$ cat src/bq3_pkg.sv
// shared constants, types and state encodings for the three-lane biquad low-pass
package bq3_pkg;

  localparam int LANES          = 3;
  localparam int SAMPLE_BITS    = 16;
  localparam int COEF_FRAC_BITS = 16;
  localparam int STATE_BITS_DEF = 40;
  localparam int CFG_DATA_W     = COEF_FRAC_BITS + 2;
  localparam int CFG_IDX_W      = 2;

  // configuration register indexes
  localparam logic [CFG_IDX_W-1:0] REG_ENABLE = 2'd0;
  localparam logic [CFG_IDX_W-1:0] REG_B0     = 2'd1;
  localparam logic [CFG_IDX_W-1:0] REG_A1     = 2'd2;
  localparam logic [CFG_IDX_W-1:0] REG_A2     = 2'd3;

  // input mode codes
  localparam logic MODE_SAMPLE = 1'b0;
  localparam logic MODE_PRESET = 1'b1;

  typedef logic signed [SAMPLE_BITS-1:0] sample_t;

  typedef struct packed {
    logic                             enable;
    logic [COEF_FRAC_BITS-1:0]        b0;
    logic signed [COEF_FRAC_BITS+1:0] a1;
    logic [COEF_FRAC_BITS-1:0]        a2;
  } cfg_t;

  typedef struct packed {
    logic start;
    logic mode;
    logic on;
  } lane_ctl_t;

  typedef enum logic [2:0] {
    LS_IDLE,
    LS_MUL,
    LS_SUM,
    LS_FB,
    LS_UPD
  } lane_st_t;

  typedef enum logic [1:0] {
    TS_IDLE,
    TS_BUSY,
    TS_HOLD
  } top_st_t;

endpackage

$ cat src/bq3_out_if.sv
// result channel: valid/ready handshake with three filtered samples and lane flags
interface bq3_out_if;
  import bq3_pkg::*;

  logic               valid;
  logic               ready;
  sample_t            filtered_a;
  sample_t            filtered_b;
  sample_t            filtered_c;
  logic [LANES-1:0]   lanes_valid;

  modport source (output valid, filtered_a, filtered_b, filtered_c, lanes_valid,
                  input ready);
  modport sink   (input valid, filtered_a, filtered_b, filtered_c, lanes_valid,
                  output ready);
endinterface

$ cat src/bq3_merge.sv
// merging stage: gathers the lane outputs into the result register
module bq3_merge (
  input  logic                clk,
  input  logic                rst_n,
  input  logic                load,
  input  bq3_pkg::sample_t    ys [bq3_pkg::LANES],
  input  logic [bq3_pkg::LANES-1:0] sel,
  output logic                free,
  bq3_out_if.source           out_ch
);
  import bq3_pkg::*;

  logic             valid_r, valid_nxt;
  sample_t          fa_r, fb_r, fc_r;
  logic [LANES-1:0] lanes_r;

  assign free = !valid_r || out_ch.ready;

  // result valid flag
  always_comb begin
    valid_nxt = valid_r;
    if (load) begin
      valid_nxt = 1'b1;
    end else if (out_ch.ready) begin
      valid_nxt = 1'b0;
    end
  end

  always_ff @(posedge clk) begin
    if (!rst_n) begin
      valid_r <= 1'b0;
    end else begin
      valid_r <= valid_nxt;
    end
  end

  // result payload
  always_ff @(posedge clk) begin
    if (load) begin
      fa_r    <= ys[0];
      fb_r    <= ys[1];
      fc_r    <= ys[2];
      lanes_r <= sel;
    end
  end

  assign out_ch.valid       = valid_r;
  assign out_ch.filtered_a  = fa_r;
  assign out_ch.filtered_b  = fb_r;
  assign out_ch.filtered_c  = fc_r;
  assign out_ch.lanes_valid = lanes_r;

endmodule

$ cat src/flat_wrapper.sv
// flat-port wrapper written by rule: the top's interface ports become plain ports
module bq3_merge_flat import bq3_pkg::*;
  (clk, rst_n, load, ys, sel, free, out_ch_valid, out_ch_filtered_a, out_ch_filtered_b, out_ch_filtered_c, out_ch_lanes_valid, out_ch_ready);
  bq3_out_if out_ch_i ();
  input  logic clk;
  input  logic rst_n;
  input  logic load;
  input  bq3_pkg::sample_t ys[bq3_pkg::LANES];
  input  logic [bq3_pkg::LANES-1:0] sel;
  output logic free;
  output wire logic [$bits(out_ch_i.valid)-1:0] out_ch_valid;
  output wire logic [$bits(out_ch_i.filtered_a)-1:0] out_ch_filtered_a;
  output wire logic [$bits(out_ch_i.filtered_b)-1:0] out_ch_filtered_b;
  output wire logic [$bits(out_ch_i.filtered_c)-1:0] out_ch_filtered_c;
  output wire logic [$bits(out_ch_i.lanes_valid)-1:0] out_ch_lanes_valid;
  input wire logic [$bits(out_ch_i.ready)-1:0] out_ch_ready;
  assign out_ch_valid = out_ch_i.valid;
  assign out_ch_filtered_a = out_ch_i.filtered_a;
  assign out_ch_filtered_b = out_ch_i.filtered_b;
  assign out_ch_filtered_c = out_ch_i.filtered_c;
  assign out_ch_lanes_valid = out_ch_i.lanes_valid;
  assign out_ch_i.ready = out_ch_ready;
  bq3_merge u_core (.clk(clk), .rst_n(rst_n), .load(load), .ys(ys), .sel(sel), .free(free), .out_ch(out_ch_i));
endmodule
$ cat config.mk
export PLATFORM = sky130hd
export DESIGN_NAME = bq3_merge_flat
export DESIGN_NICKNAME = d
export VERILOG_FILES = /design/src/bq3_pkg.sv /design/src/bq3_out_if.sv /design/src/bq3_merge.sv /design/src/flat_wrapper.sv
export SDC_FILE = /design/constraint.sdc
export NUM_CORES = 1
export LEC_CHECK = 0
export BUFFER_PORTS_ARGS = -buffer_cell sky130_fd_sc_hd__buf_2
export CELL_PAD_IN_SITES_DETAIL_PLACEMENT = 2
export CELL_PAD_IN_SITES_GLOBAL_PLACEMENT = 2
export CORE_ASPECT_RATIO = 1.75
export CORE_UTILIZATION = 28
export DETAILED_ROUTE_END_ITERATION = 12
export MAX_ROUTING_LAYER = met4
export PLACE_DENSITY = 0.88
export SLEW_MARGIN = 15
export SYNTH_ARGS = -nofsm -noshare
export SYNTH_HDL_FRONTEND = slang
export SYNTH_SLANG_ARGS = --single-unit
$ cat constraint.sdc
create_clock -name clk -period 1.3 [get_ports clk]
set_input_delay 0.26 -clock clk [delete_from_list [all_inputs] [get_ports clk]]
set_output_delay 0.26 -clock clk [all_outputs]
set_load 0.03 [all_outputs]
==> summary.txt <==
Worst setup path
  – R2r setup slk: 0.68 ns
  – Crit path buf inv count: 1
  – Worst setup EP type: output port
  – Worst reg2reg endpoint: u_core.out_ch.valid$_SDFFE_PN0P_
  – Crit. Startpoint: u_core.out_ch.valid$_SDFFE_PN0P_
  – Critical path type: flip-flop to output port
  – FF-to-FF path depth: 2
  – Worst path slowest cell: dfxtp_1
  – Cell Chain, Critical Path: nand2b_4, buf_2
  – Critical path's largest stage delay: 0.38 ns
  – Peak fanout along the critical path: 2
  – Delay-heaviest family, CP: flip-flops
  – Startpoint Class: flip-flop
  – Critical path required time: 1.04 ns
  – WP data arrival: 0.91 ns
  – Worst r2r src: u_core.out_ch.valid$_SDFFE_PN0P_

Clock tree
  – CTS HTree Levels: 2
  – CTS Buffer Depth: 2
  – CTS Buf Count: 5
  – Clock latency on the worst-skew pair: 0.29 ns
  – Post-CTS Hold Buffers: 0
  – Post-CTS setup buffers: 0
  – CTS clk-pin slew, worst paths: 0.09 ns
  – CTS tree: built
  – Clk sinks: 52
  – Root buffer cell: clkbuf_8
  – PostCTS Resize Cnt: 0

Placement
  – Post-Place Cells: 237
  – Post-DP HPWL: 3000 um
  – Pre-CTS setup slack: 0.316 ns
  – GP Congestion: 0.711
  – Area after DPL: 2230 sq um
  – IO buf count: 107

Synthesis
  – Post-synthesis sequential area ratio: 98.2%
  – Top cells by area, synth: edfxtp_1 97%, dfxtp_1 1.3%, nand2b_4 0.87%, a21boi_2 0.71%, inv_1 0.24%
  – Flops & latches, synth: 52
  – Area of the mapped netlist: 1580 sq um
  – Syn Area/Cell: 28.7 sq um
  – Syn Nets: 110
  – Synth warnings: 0
  – Synth cell types: 5
  – Mapped Cells: 55
  – Top cell type by total area after synthesis: edfxtp_1
  – Yosys top cell area share: 96.9%

Die
  – Core Region: 5340 sq um
  – Initial Util: 29.6%
  – # IOs: 108
  – Die area: 5960 sq um
  – Die width: 58.8 um
  – Rows: 35
  – Die Y: 101 um

STA
  – Unrepaired setup endpoints after global routing: false
  – Slew Limit Fails: 0
  – Slew of the pin with the lowest slew margin: 0.273 ns
  – Worst slew margin: 81.8%
  – Setup TNS: 0 ns
  – Fin. Hold Viols: 0
  – F_max: 856 MHz
  – Worst Setup Slack, final: 0.132 ns
  – Layout Skew: 0 ns
  – Period utilization: 89.8%
  – Setup-failing EPs final: 0
  – Fin crit period: 1.17 ns

Pwr
  – PwrDens: 1470 nW/um^2
  – Sw frac: 25.9%
  – Clk network pwr share: 25.1%
  – Internal: 0.00251 W
  – Psw: 0.000880 W
  – Total power draw: 0.00339 W
  – Logic pwr share: 15.4%
  – Seq pwr share: 59.5%
  – LEAKAGE: 0.993 nW
  – Peak VDD IR: 0.756 mV

Drt
  – Drt drc: 0
  – Router iterations before antenna repair: 3
  – Detailed Route WL: 3850 um
  – Wire per inst: 15.7 um
  – Starting DRT DRC Count: 7
  – DR vias: 982
  – Antenna viol nets, final: 0
  – Vias/cell: 4.01

GRT
  – Antenna violations before repair: 0
  – Vias in the first global route: 1111
  – First-pass GRT wire length: 5400 um
  – Largest net degree at the start of global routing: 53
  – Global route overflow: 0
  – Global Route Usage Sum: 13.4%

Layout
  – Final cell count without fillers: 245
  – Fillers: 569
  – Area delta synth->final: 46.1%
  – Layout cells sized above 1: 67.3%
  – Post-route cell area: 2310 sq um
  – Fin nets: 225
  – Antenna cell count: 0

Worst hold path
  – Endpoint with the worst hold slack: u_core.out_ch.filtered_b[1]$_DFFE_PP_
  – HP Start: ys[17]
  – Worst hold path stage count: 1
  – HP Class: input port to flip-flop

Job
  – Max_cap viols: 0

Run status
  – Status: finished, final reports clean
==> metal layers <==
| layer | up-vias | global-route usage, % | part of all wire, % |
|---|---|---|---|
| li1 | 445 | - | - |
| met1 | 483 | 9.95 | 27 |
| met2 | 48 | 27.6 | 66 |
| met3 | 6 | 3.19 | 5.6 |
| met4 | 0 | 5.86 | 1.9 |
| met5 | - | - | 0 |
==> cells in the final DEF (no fill, tap or decap), drive strengths merged <==
cell | netlist | routed
buf | 0 | 108
clkbuf | 0 | 7
inv | 1 | 1
edfxtp | 51 | 51
nand2b | 1 | 1
a21boi | 1 | 1
dfxtp | 1 | 1
clkinv | 0 | 1
==> cell families (layout without fill, tap and decap cells) <==
group	after synthesis	in the layout	synth area share, %
flip-flops	52	52	98.2
buffers and inverters	1	117	0.237
AO/OA/AOI/OAI	1	1	0.713
AND/OR/NAND/NOR	1	1	0.871
==> worst register-to-register path: stages, from the launching register on <==
cell	delay, ns
dfxtp_1	0.38
nand2b_4	0.07
a21boi_2	0.12
==> stage by stage <==
step	hold slack, ns	util [%]
after global routing	0.122	43.2
after detailed placement	0.438	41.7
final	0.137	43.2
after floorplan	0.359	-
after CTS	0.125	43.2
after global placement	0.437	41.7
==> how the worst max path moves through the flow <==
stage | slack [ns] | depth (start not counted) | to
finish | 0.13 | 2 | free
global route | 0.08 | 2 | free
CTS | 0.11 | 2 | free
detailed placement | 0.32 | 2 | u_core.out_ch.filtered_c[13]$_DFFE_PP_
global placement | 0.34 | 2 | u_core.out_ch.filtered_c[1]$_DFFE_PP_
floorplan | 0.37 | 1 | free
==> flip-flops by register name, summed over array words and instances (netlist names) <==
register                   flops
u_core.out_ch.filtered_a      16
u_core.out_ch.lanes_valid      3
u_core.out_ch.valid            1
u_core.out_ch.filtered_b      16
u_core.out_ch.filtered_c      16
==> final cells by class <==
type	count	area [sq um]	area share (%)
Clock buffer	7	76.3	3.31
Clock inverter	1	3.75	0.163
Multi-Input combinational cell	2	25.0	1.08
Timing Repair Buffer	108	556	24.1
Tap cell	74	92.6	4.01
Inverter	1	3.75	0.163
Sequential cell	52	1550	67.2
==> power by group through the flow <==
stage | Clock [W] | Combinational, W | Sequential, W
floorplan | 0 | 0.00000914 | 0.00233
global placement | 0 | 0.000513 | 0.00204
detailed placement | 0 | 0.000531 | 0.00206
CTS | 0.000895 | 0.000532 | 0.00202
global route | 0.000943 | 0.000547 | 0.00203
finish | 0.000850 | 0.000523 | 0.00202
==> cells in the mapped netlist <==
library cell / number
a21boi_2: 1
dfxtp_1: 1
edfxtp_1: 51
inv_1: 1
nand2b_4: 1
(Power assumes the default switching activity.)
